<file path="src/rtl/smrs_pkg.sv">
// Shared types and constants for the shutter motor relay sequencer.
// Has no dependencies; every other file of the block imports it.
package smrs_pkg;

    localparam int MASK_W      = 8;
    localparam int MAX_CH      = 8;
    localparam int CH_IDX_W    = 3;
    localparam int ELAPSED_W   = 10;
    localparam int CLOCK_W     = 32;
    localparam int MS_W        = 16;
    localparam int CFG_IDX_W   = 1;

    localparam logic [MS_W-1:0]    MAX_RUN_RESET    = 16'd30000;
    localparam logic [MS_W-1:0]    SWITCH_MIN_RESET = 16'd1000;
    localparam logic [CLOCK_W-1:0] START_NONE       = '1;

    typedef enum logic [CFG_IDX_W-1:0] {
        REG_MAX_RUN    = 1'b0,
        REG_SWITCH_MIN = 1'b1
    } t_cfg_reg;

    typedef enum logic [1:0] {
        ST_IDLE     = 2'd0,
        ST_OPENING  = 2'd1,
        ST_CLOSING  = 2'd2,
        ST_STOPPING = 2'd3
    } t_status;

    typedef enum logic [1:0] {
        S_IDLE  = 2'd0,
        S_CLOCK = 2'd1,
        S_LANES = 2'd2,
        S_EMIT  = 2'd3
    } t_state;

    // Control bundle from the sequencer to one channel lane.
    typedef struct packed {
        logic               tick_en;
        logic               cmd_en;
        logic               close_btn;
        logic               open_btn;
        logic               cmd_open;
        logic [CLOCK_W-1:0] clock_ms;
        logic [MS_W-1:0]    max_run_ms;
        logic [MS_W-1:0]    switch_min_ms;
        logic [MS_W-1:0]    cmd_limit;
    } t_lane_ctl;

    // Status bundle from one lane back to the merging stage.
    typedef struct packed {
        logic power;
        logic dir;
        logic running;
    } t_lane_stat;

endpackage

</file>
<file path="src/rtl/smrs_ifs.sv">
// Valid/ready channel interfaces of the shutter motor relay sequencer.
// Depends on smrs_pkg for field widths.
interface smrs_item_if;
    import smrs_pkg::*;
    logic                 valid;
    logic                 ready;
    logic                 operation;
    logic [ELAPSED_W-1:0] elapsed_ms;
    logic [MASK_W-1:0]    close_buttons;
    logic [MASK_W-1:0]    open_buttons;
    logic [CH_IDX_W-1:0]  cmd_channel;
    logic                 cmd_open;
    logic                 cmd_has_duration;
    logic [MS_W-1:0]      cmd_duration;

    modport source (output valid, operation, elapsed_ms, close_buttons, open_buttons,
                    cmd_channel, cmd_open, cmd_has_duration, cmd_duration,
                    input ready);
    modport sink (input valid, operation, elapsed_ms, close_buttons, open_buttons,
                  cmd_channel, cmd_open, cmd_has_duration, cmd_duration,
                  output ready);
endinterface

interface smrs_result_if;
    import smrs_pkg::*;
    logic              valid;
    logic              ready;
    logic [MASK_W-1:0] power_mask;
    logic [MASK_W-1:0] dir_mask;

    modport source (output valid, power_mask, dir_mask, input ready);
    modport sink (input valid, power_mask, dir_mask, output ready);
endinterface

interface smrs_cfg_if;
    import smrs_pkg::*;
    logic                 valid;
    logic                 ready;
    logic [CFG_IDX_W-1:0] index;
    logic [MS_W-1:0]      data;

    modport source (output valid, index, data, input ready);
    modport sink (input valid, index, data, output ready);
endinterface

</file>
<file path="src/rtl/smrs_lane.sv">
// One channel lane: status, run timer and relay bits of a single motor.
// Depends on smrs_pkg for the lane control and status structs.
module smrs_lane (
    input  logic                  i_clk,
    input  logic                  i_rst_n,
    input  smrs_pkg::t_lane_ctl   i_ctl,
    output smrs_pkg::t_lane_stat  o_stat
);
    import smrs_pkg::*;

    t_status            r_status, n_status;
    logic [CLOCK_W-1:0] r_start, n_start;
    logic [MS_W-1:0]    r_limit, n_limit;
    logic               r_armed, n_armed;
    logic               r_power, n_power;
    logic               r_dir, n_dir;

    always_comb begin
        t_status            s1;
        t_status            s2;
        logic               pressed;
        logic [CLOCK_W-1:0] age;

        n_status = r_status;
        n_start  = r_start;
        n_limit  = r_limit;
        n_armed  = r_armed;
        n_power  = r_power;
        n_dir    = r_dir;

        // Button rule, close first: a press from idle starts a run, a press
        // against a running direction forces a stop.
        pressed = 1'b0;
        s1 = r_status;
        if (i_ctl.close_btn && r_status != ST_STOPPING && r_status != ST_CLOSING) begin
            pressed = 1'b1;
            s1 = (r_status == ST_IDLE) ? ST_CLOSING : ST_STOPPING;
        end
        s2 = s1;
        if (i_ctl.open_btn && s1 != ST_STOPPING && s1 != ST_OPENING) begin
            pressed = 1'b1;
            s2 = (s1 == ST_IDLE) ? ST_OPENING : ST_STOPPING;
        end
        // A press restarts the timer at the current clock, so its age is zero.
        age = pressed ? '0 : (i_ctl.clock_ms - r_start);

        if (i_ctl.tick_en) begin
            n_status = s2;
            if (pressed) begin
                n_start = i_ctl.clock_ms;
            end
            case (s2)
                ST_OPENING, ST_CLOSING: begin
                    if (age > {{(CLOCK_W-MS_W){1'b0}}, r_limit}) begin
                        n_status = ST_STOPPING;
                        n_power  = 1'b0;
                    end else begin
                        n_dir = (s2 == ST_OPENING);
                        if (!r_armed) begin
                            n_armed = 1'b1;
                        end else begin
                            n_power = 1'b1;
                        end
                    end
                end
                ST_STOPPING: begin
                    if (age > {{(CLOCK_W-MS_W){1'b0}}, i_ctl.switch_min_ms}) begin
                        n_status = ST_IDLE;
                        n_start  = START_NONE;
                        n_limit  = i_ctl.max_run_ms;
                        n_armed  = 1'b0;
                    end
                    n_power = 1'b0;
                    n_dir   = 1'b0;
                end
                default: begin
                end
            endcase
        end else if (i_ctl.cmd_en) begin
            n_status = i_ctl.cmd_open ? ST_OPENING : ST_CLOSING;
            n_start  = i_ctl.clock_ms;
            n_limit  = i_ctl.cmd_limit;
        end
    end

    always_ff @(posedge i_clk) begin
        if (!i_rst_n) begin
            r_status <= ST_IDLE;
            r_start  <= START_NONE;
            r_limit  <= MAX_RUN_RESET;
            r_armed  <= 1'b0;
            r_power  <= 1'b0;
            r_dir    <= 1'b0;
        end else begin
            r_status <= n_status;
            r_start  <= n_start;
            r_limit  <= n_limit;
            r_armed  <= n_armed;
            r_power  <= n_power;
            r_dir    <= n_dir;
        end
    end

    assign o_stat.power   = r_power;
    assign o_stat.dir     = r_dir;
    assign o_stat.running = (r_status == ST_OPENING) || (r_status == ST_CLOSING);

endmodule

</file>
<file path="src/rtl/shutter_motor_relay_sequencer_top.sv">
// Top level of the shutter motor relay sequencer: sequencer, clock, lanes, merge.
// Depends on smrs_pkg, the interfaces in smrs_ifs.sv and smrs_lane.
//
//  Port      Dir  Kind           Payload
//  i_item    in   valid/ready    operation, elapsed_ms, buttons, command fields
//  o_result  out  valid/ready    power_mask, dir_mask
//  i_cfg     in   valid/ready    index (0 max_run_ms, 1 switch_min_ms), data
//
// Each transaction on i_item passes through capture, clock update, one parallel
// update of all channel lanes, and the merge into the result register before the
// next one is taken. The 32-bit clock add and the per-lane age subtract and
// compare set that split. A stalled o_result holds the merge step until the
// result register frees; a new item may be taken while the previous result still
// waits there. Reset is synchronous and active low and puts every channel idle
// with both relays off. i_cfg is always ready.
module shutter_motor_relay_sequencer_top #(
    parameter int CHANNELS = smrs_pkg::MAX_CH
) (
    input  logic          i_clk,
    input  logic          i_rst_n,
    smrs_item_if.sink     i_item,
    smrs_result_if.source o_result,
    smrs_cfg_if.sink      i_cfg
);
    import smrs_pkg::*;

    t_state r_state, n_state;

    // Captured item.
    logic                 r_op;
    logic [ELAPSED_W-1:0] r_elapsed;
    logic [MASK_W-1:0]    r_close;
    logic [MASK_W-1:0]    r_open;
    logic [CH_IDX_W-1:0]  r_cmd_ch;
    logic                 r_cmd_open;
    logic                 r_cmd_has;
    logic [MS_W-1:0]      r_cmd_dur;

    logic [CLOCK_W-1:0]   r_clock_ms;
    logic [MS_W-1:0]      r_max_run;
    logic [MS_W-1:0]      r_switch_min;

    logic                 r_out_valid;
    logic [MASK_W-1:0]    r_power_mask;
    logic [MASK_W-1:0]    r_dir_mask;

    logic w_accept;
    logic w_clk_en;
    logic w_lane_go;
    logic w_load_out;
    logic w_out_free;

    logic [MASK_W-1:0] w_power;
    logic [MASK_W-1:0] w_dir;
    logic [MASK_W-1:0] w_running;

    assign w_out_free = !r_out_valid || o_result.ready;
    assign w_accept   = i_item.valid && i_item.ready;

    // Next state.
    always_comb begin
        n_state = r_state;
        case (r_state)
            S_IDLE:  if (i_item.valid) n_state = S_CLOCK;
            S_CLOCK: n_state = S_LANES;
            S_LANES: n_state = S_EMIT;
            S_EMIT:  if (w_out_free) n_state = S_IDLE;
            default: n_state = S_IDLE;
        endcase
    end

    // State outputs.
    always_comb begin
        i_item.ready = 1'b0;
        w_clk_en     = 1'b0;
        w_lane_go    = 1'b0;
        w_load_out   = 1'b0;
        case (r_state)
            S_IDLE:  i_item.ready = 1'b1;
            S_CLOCK: w_clk_en     = !r_op;
            S_LANES: w_lane_go    = 1'b1;
            S_EMIT:  w_load_out   = w_out_free;
            default: begin
            end
        endcase
    end

    always_ff @(posedge i_clk) begin
        if (!i_rst_n) begin
            r_state      <= S_IDLE;
            r_clock_ms   <= '0;
            r_max_run    <= MAX_RUN_RESET;
            r_switch_min <= SWITCH_MIN_RESET;
            r_out_valid  <= 1'b0;
        end else begin
            r_state <= n_state;
            if (w_clk_en) begin
                r_clock_ms <= r_clock_ms + {{(CLOCK_W-ELAPSED_W){1'b0}}, r_elapsed};
            end
            if (i_cfg.valid) begin
                case (t_cfg_reg'(i_cfg.index))
                    REG_MAX_RUN:    r_max_run    <= i_cfg.data;
                    REG_SWITCH_MIN: r_switch_min <= i_cfg.data;
                    default: begin
                    end
                endcase
            end
            if (w_load_out) begin
                r_out_valid <= 1'b1;
            end else if (o_result.ready) begin
                r_out_valid <= 1'b0;
            end
        end
    end

    // Payload registers carry no reset.
    always_ff @(posedge i_clk) begin
        if (w_accept) begin
            r_op       <= i_item.operation;
            r_elapsed  <= i_item.elapsed_ms;
            r_close    <= i_item.close_buttons;
            r_open     <= i_item.open_buttons;
            r_cmd_ch   <= i_item.cmd_channel;
            r_cmd_open <= i_item.cmd_open;
            r_cmd_has  <= i_item.cmd_has_duration;
            r_cmd_dur  <= i_item.cmd_duration;
        end
        if (w_load_out) begin
            r_power_mask <= w_power;
            r_dir_mask   <= w_dir;
        end
    end

    // One lane per channel; mask bits with no lane read as zero. A command
    // aimed at a channel without a lane matches no lane and is dropped.
    for (genvar g = 0; g < MASK_W; g++) begin : g_lane
        if (g < CHANNELS) begin : g_on
            t_lane_ctl  w_ctl;
            t_lane_stat w_stat;

            assign w_ctl.tick_en       = w_lane_go && !r_op;
            assign w_ctl.cmd_en        = w_lane_go && r_op && (r_cmd_ch == CH_IDX_W'(g));
            assign w_ctl.close_btn     = r_close[g];
            assign w_ctl.open_btn      = r_open[g];
            assign w_ctl.cmd_open      = r_cmd_open;
            assign w_ctl.clock_ms      = r_clock_ms;
            assign w_ctl.max_run_ms    = r_max_run;
            assign w_ctl.switch_min_ms = r_switch_min;
            assign w_ctl.cmd_limit     = r_cmd_has ? r_cmd_dur : r_max_run;

            smrs_lane u_lane (
                .i_clk   (i_clk),
                .i_rst_n (i_rst_n),
                .i_ctl   (w_ctl),
                .o_stat  (w_stat)
            );

            assign w_power[g]   = w_stat.power;
            assign w_dir[g]     = w_stat.dir;
            assign w_running[g] = w_stat.running;
        end else begin : g_off
            assign w_power[g]   = 1'b0;
            assign w_dir[g]     = 1'b0;
            assign w_running[g] = 1'b0;
        end
    end

    assign i_cfg.ready         = 1'b1;
    assign o_result.valid      = r_out_valid;
    assign o_result.power_mask = r_power_mask;
    assign o_result.dir_mask   = r_dir_mask;

    // A power relay is only ever on for a channel that is running.
    a_power_running: assert property (@(posedge i_clk) disable iff (!i_rst_n)
        (w_power & ~w_running) == '0)
        else $error("power relay on for a channel that is not running");

    // The millisecond clock moves only in the clock update step.
    a_clock_hold: assert property (@(posedge i_clk) disable iff (!i_rst_n)
        (r_state != S_CLOCK) |=> $stable(r_clock_ms))
        else $error("clock changed outside the clock update step");

    // A result is loaded only after the lanes have been updated.
    a_emit_order: assert property (@(posedge i_clk) disable iff (!i_rst_n)
        w_load_out |-> ($past(r_state) == S_LANES || $past(r_state) == S_EMIT))
        else $error("result loaded without a lane update");

endmodule

</file>
<file path="src/flat_wrapper.sv">
// flat-port wrapper written by rule: the top's interface ports become plain ports
module shutter_motor_relay_sequencer_top_flat import smrs_pkg::*;
#(
    parameter int CHANNELS = smrs_pkg::MAX_CH
)
  (i_clk, i_rst_n, i_item_valid, i_item_operation, i_item_elapsed_ms, i_item_close_buttons, i_item_open_buttons, i_item_cmd_channel, i_item_cmd_open, i_item_cmd_has_duration, i_item_cmd_duration, i_item_ready, o_result_valid, o_result_power_mask, o_result_dir_mask, o_result_ready, i_cfg_valid, i_cfg_index, i_cfg_data, i_cfg_ready);
  smrs_item_if i_item_i ();
  smrs_result_if o_result_i ();
  smrs_cfg_if i_cfg_i ();
  input  logic i_clk;
  input  logic i_rst_n;
  input wire logic [$bits(i_item_i.valid)-1:0] i_item_valid;
  input wire logic [$bits(i_item_i.operation)-1:0] i_item_operation;
  input wire logic [$bits(i_item_i.elapsed_ms)-1:0] i_item_elapsed_ms;
  input wire logic [$bits(i_item_i.close_buttons)-1:0] i_item_close_buttons;
  input wire logic [$bits(i_item_i.open_buttons)-1:0] i_item_open_buttons;
  input wire logic [$bits(i_item_i.cmd_channel)-1:0] i_item_cmd_channel;
  input wire logic [$bits(i_item_i.cmd_open)-1:0] i_item_cmd_open;
  input wire logic [$bits(i_item_i.cmd_has_duration)-1:0] i_item_cmd_has_duration;
  input wire logic [$bits(i_item_i.cmd_duration)-1:0] i_item_cmd_duration;
  output wire logic [$bits(i_item_i.ready)-1:0] i_item_ready;
  output wire logic [$bits(o_result_i.valid)-1:0] o_result_valid;
  output wire logic [$bits(o_result_i.power_mask)-1:0] o_result_power_mask;
  output wire logic [$bits(o_result_i.dir_mask)-1:0] o_result_dir_mask;
  input wire logic [$bits(o_result_i.ready)-1:0] o_result_ready;
  input wire logic [$bits(i_cfg_i.valid)-1:0] i_cfg_valid;
  input wire logic [$bits(i_cfg_i.index)-1:0] i_cfg_index;
  input wire logic [$bits(i_cfg_i.data)-1:0] i_cfg_data;
  output wire logic [$bits(i_cfg_i.ready)-1:0] i_cfg_ready;
  assign i_item_i.valid = i_item_valid;
  assign i_item_i.operation = i_item_operation;
  assign i_item_i.elapsed_ms = i_item_elapsed_ms;
  assign i_item_i.close_buttons = i_item_close_buttons;
  assign i_item_i.open_buttons = i_item_open_buttons;
  assign i_item_i.cmd_channel = i_item_cmd_channel;
  assign i_item_i.cmd_open = i_item_cmd_open;
  assign i_item_i.cmd_has_duration = i_item_cmd_has_duration;
  assign i_item_i.cmd_duration = i_item_cmd_duration;
  assign i_item_ready = i_item_i.ready;
  assign o_result_valid = o_result_i.valid;
  assign o_result_power_mask = o_result_i.power_mask;
  assign o_result_dir_mask = o_result_i.dir_mask;
  assign o_result_i.ready = o_result_ready;
  assign i_cfg_i.valid = i_cfg_valid;
  assign i_cfg_i.index = i_cfg_index;
  assign i_cfg_i.data = i_cfg_data;
  assign i_cfg_ready = i_cfg_i.ready;
  shutter_motor_relay_sequencer_top #(.CHANNELS(CHANNELS)) u_core (.i_clk(i_clk), .i_rst_n(i_rst_n), .i_item(i_item_i), .o_result(o_result_i), .i_cfg(i_cfg_i));
endmodule
</file>
<file path="config.mk">
export PLATFORM = sky130hd
export DESIGN_NAME = shutter_motor_relay_sequencer_top_flat
export DESIGN_NICKNAME = d
export VERILOG_FILES = /design/src/rtl/smrs_pkg.sv /design/src/rtl/smrs_ifs.sv /design/src/rtl/smrs_lane.sv /design/src/rtl/shutter_motor_relay_sequencer_top.sv /design/src/flat_wrapper.sv
export SDC_FILE = /design/constraint.sdc
export NUM_CORES = 2
export LEC_CHECK = 0
export ABC_CLOCK_PERIOD_IN_PS = 15600
export BUFFER_PORTS_ARGS = -buffer_cell sky130_fd_sc_hd__buf_4
export CAP_MARGIN = 30
export CORE_MARGIN = 10
export CORE_UTILIZATION = 47
export DETAILED_ROUTE_END_ITERATION = 7
export SYNTH_ARGS = -nofsm -noshare
export SYNTH_HDL_FRONTEND = slang
export SYNTH_HIERARCHICAL = 1
export SYNTH_SLANG_ARGS = --single-unit
</file>
<file path="constraint.sdc">
create_clock -name i_clk -period 15.6 [get_ports i_clk]
set_input_delay 2.34 -clock i_clk [delete_from_list [all_inputs] [get_ports i_clk]]
set_output_delay 2.34 -clock i_clk [all_outputs]
set_load 0.01 [all_outputs]
</file>
==> results.txt <==
CTS placed an instance of clkbuf_16 at the clock tree root. The total overflow left after global routing is 0. At the pin with the least slew margin, the transition time is 1.08 ns. The leakage power figure is 25.2 nW.

The type of the most critical hold path is reg2reg. The combined buffer and inverter count along the critical path is 1. The pin count of the biggest net entering global routing is 80. The number of synthesized flops with an enable pin is 64. The biggest cell delay along the critical path came out at ~0.92 ns. The final setup TNS came out at 0 ns.

The worst setup path is captured at a flip-flop. Setup repair after global routing left no endpoint under its margin. The slowest cell on the critical path is dfxtp_2. The area of the multi-input gates came out at ~34000 um^2.

The netlist area before placement is approximately 51000 um^2. Grouping stages by cell kind, the critical path spends the most delay in simple AND/OR/NAND/NOR gates. The share of post-route cells with drive strength above 1 came out at approximately an eighth. Data on the critical path is required at its endpoint by 16.07 ns. The per-instance average area after synthesis is 8.13 um^2. The most common library cell in the layout ignoring fill and taps is inv_1.

In the routed design, unresolved DRC markers number 0. For the worst-skew pair, the clock arrives at the later sink with an insertion delay of ~0.66 ns. At the end of routability-driven placement, the weighted congestion stood at about 0.95. The hold buffer count at CTS is 0. The power share of the clock group came out at between 20% and 30%. After filler insertion, the fill cell instance count of the layout stands at between 10000 and 15000.

The final worst-path cycle share is 38.5%. The total via count after detailed routing is roughly 47000. The worst path in the final design needs a cycle of approximately 6.0 ns, including I/O delays and setup. The sequential share of power came out at a little over a quarter. Counting tap cells, the placed design contains a total of 7534 instances. In this run the power spent charging and discharging nets is 0.00302 W. The pre-antenna-repair detailed-routing pass consisted of 7 iterations. The final number of hold-violating endpoints came out at 0. The library cells used most frequently in the layout, excluding fill and tap cells, are inv_1 (627), nand2_1 (619), ha_1 (550), dfxtp_1 (489), nor2_1 (421).

The count of maximum capacitance violations is 0. The final standard cell area without fillers came out at ~55000 um^2. The clock tree from TritonCTS is done. The number of max-slew violations in the final report is 0.

The buffer depth of the longest clock path came out at 3. In this run the core area contains 120 standard-cell rows. The effective utilization at floorplan came out at 47.5%.

The vertical extent of the die came out at 349 um. The design draws around 0.007 W. Summing all placed instances gives a cell area of 52000 um^2. The die span in x came out at about 350 um. The post-synthesis to final-layout area growth came out at 7.16%. The area of the die came out at around 120000 um^2.

The I/O pin count came out at slightly below 90. The proportion of total power due to net switching came out at between 40 and 50%. The footprint of the flip-flops and latches is ~12000 um^2. The first global-routing pass estimated 270000 um of wire. The number of warnings reported in the yosys synthesis log is 6. The core region is around 110000 um^2. The normalized max-slew margin is 27.3%. The remaining antenna violation count came out at 0. The clock input transition at the sequential cells of the worst setup and hold paths is roughly 0.050 ns. The aggregate routed wire length is about 180000 um. The number of nets handed over by synthesis was around 7000. The number of port buffers is 87. The synthesized netlist contains around 120 unique library cells. The nature of the critical path startpoint is a flip-flop.

The number of antenna violations at the first check in global routing is 19. Across the routed clock network, the largest skew measured is 0.0261 ns. The power density over the cells is around 130 nW/um^2. Counting every instance in the synthesized netlist gives ~6300.

The layout net count is slightly below 7000. The H-tree depth is 3. The internal power contribution is 0.00402 W. For this block, the initial DRC count from the detailed router was around 4300. Combinational logic is responsible for 47.9% of the overall power. Using the TritonRoute via totals, the vias-per-cell ratio works out to around 6. The critical path goes through inv_1 -> fa_1 -> nand2b_1 -> a21oi_2 -> o211ai_1 -> a211oi_1 -> nor2_1 -> xor2_1 -> nor2_1 -> ha_1 -> and4_1 -> nand4_1 -> or3_1 -> nor3_1 -> a21oi_1 -> or2_2 -> or4_1 -> a21oi_1 -> a311oi_1.

The number of cells in the finished layout apart from fillers came out at between 7000 and 8000. The main flop type after synthesis is dfxtp_1. The run finished with clean final reports.

The post-detailed-placement half-perimeter wirelength came out at 128000 um. Based on the critical path, the design can be clocked at up to between 150 and 200 MHz. The via count of the first global-routing pass is between 40000 and 50000. The end-of-flow core utilization is 50.8%. Sequential cells were found to cover ~23% of the synthesized design area. The number of endpoints failing setup at the final stage came out at 0. After clock tree synthesis, the setup repair step added 0 buffers. The highest ir drop seen on vdd is approximately 0.12 mV. The number of buffers inserted during clock tree synthesis came out at 73. Global routing used 28.5% of the available tracks across all layers. The number of sinks on the clock net is approximately 560. The average routed wire per standard cell came out at 23.5 um.

The arrival time reported for the critical path endpoint came out at 6.48 ns. The worst setup path is of the reg2reg kind. The post-synthesis async set-or-reset flop share came out at 0%.

The flip-flop and latch count after synthesis is 555. The maximum net fanout on the critical path came out at 27. The total of cells resized after clock tree synthesis is 0.
[synth_stat cells (82+ instances only)]
cell type  count  share of area, %
o22ai_1      171               2.1
inv_1        627               4.6
dfxtp_1      491                19
o21ai_0      213               2.1
nor2_1       421               3.1
nand2_1      619               4.6
nor2b_1      128               1.6
mux2i_1       98               1.9
nand3_1      143               1.4
ha_1         550                14
nand4_1      139               1.7
a21oi_1      405               4.0
o21ai_1      119               1.2
nor3_1        84              0.83
and3_1        82               1.0
clkbuf_1     115              0.85
xor2_1        99               1.7
a21o_1       117               1.7
[final cells by class]
class,count,area share (%)
timing repair buffer,213,3.15
sequential,555,21.5
tap,1403,3.22
clock inverter,32,0.617
multi-input combinational,4737,63.0
inverter,627,4.31
antenna,24,0.110
clock buffer,102,4.06
[stage by stage]
step | setup WS, ns | hold slack (ns)
final | 9.60 | 0.427
after global routing | 9.20 | 0.430
after floorplan | 10.63 | 0.436
after detailed placement | 9.68 | 0.417
after global placement | 9.86 | 0.418
after CTS | 9.66 | 0.424
[flip-flops by register name (all words and copies together) (netlist names)]
signal,flops
u_core/r_elapsed,10
u_core/r_cmd_open,1
u_core/r_open,8
u_core/r_cmd_has,1
u_core/o_result.power_mask,8
u_core/r_op,1
u_core/r_max_run,16
u_core/r_cmd_dur,16
u_core/r_close,8
u_core/g_lane.g_on.u_lane/r_status,16
u_core/o_result.dir_mask,8
u_core/g_lane.g_on.u_lane/r_armed,8
u_core/g_lane.g_on.u_lane/r_power,8
u_core/r_cmd_ch,3
u_core/g_lane.g_on.u_lane/r_dir,8
u_core/r_state,2
u_core/r_switch_min,16
u_core/g_lane.g_on.u_lane/r_start,256
u_core/o_result.valid,1
u_core/g_lane.g_on.u_lane/r_limit,128
u_core/r_clock_ms,32
[layer usage]
layer  part of all wire [%]  vias to the layer above  track usage, %
li1                       -                    22600               -
met1                     45                    22600            40.9
met2                     42                     1849            42.5
met3                    9.2                      301            4.76
met4                    3.8                        0            10.2
met5                      0                        -               0
[kinds of logic after synthesis]
kind of cell,count (synthesis),share of synthesized area (%)
AND/OR/NAND/NOR,1955,19.6
AO/OA/AOI/OAI,1902,27.8
buffers and inverters,971,9.60
adder cells (fa/ha/maj),559,13.9
flip-flops,555,23.1
XOR/XNOR,178,3.06
multiplexers,142,3.03
other,1,0.00736
[power groups by stage]
| stage | Combinational, W | Sequential [W] | Clock, W |
|---|---|---|---|
| after floorplan | 0.00255 | 0.00186 | 0 |
| after global placement | 0.00323 | 0.00190 | 0 |
| after detailed placement | 0.00329 | 0.00190 | 0 |
| after CTS | 0.00331 | 0.00187 | 0.00183 |
| after global routing | 0.00369 | 0.00190 | 0.00188 |
| final | 0.00337 | 0.00187 | 0.00179 |
[worst paths after layout]
check	from	end	slack, ns	cells past startpoint
worst max-delay path	u_core/r_clock_ms[1]$_SDFFE_PN0P_	u_core/g_lane[7].g_on.u_lane/r_limit[2]$_SDFFE_PN0P_	9.60	19
worst min-delay path	u_core/g_lane[2].g_on.u_lane/r_dir$_SDFFE_PN0P_	u_core/o_result.dir_mask[2]$_DFFE_PP_	0.43	0
worst max register to register	u_core/r_clock_ms[1]$_SDFFE_PN0P_	u_core/g_lane[7].g_on.u_lane/r_limit[2]$_SDFFE_PN0P_	9.60	19
worst min register to register	u_core/g_lane[2].g_on.u_lane/r_dir$_SDFFE_PN0P_	u_core/o_result.dir_mask[2]$_DFFE_PP_	0.43	0
[worst register-to-register path: stages, from the launching register on]
cell      delay [ns]
dfxtp_2         0.92
inv_1           0.17
fa_1            0.48
nand2b_1        0.19
a21oi_2         0.23
o211ai_1        0.16
a211oi_1        0.46
nor2_1          0.13
xor2_1          0.16
nor2_1          0.08
ha_1            0.31
and4_1          0.22
nand4_1         0.14
or3_1           0.36
nor3_1          0.15
a21oi_1         0.13
or2_2           0.34
or4_1           0.82
a21oi_1         0.31
a311oi_1        0.07
(Power assumes the default switching activity.)
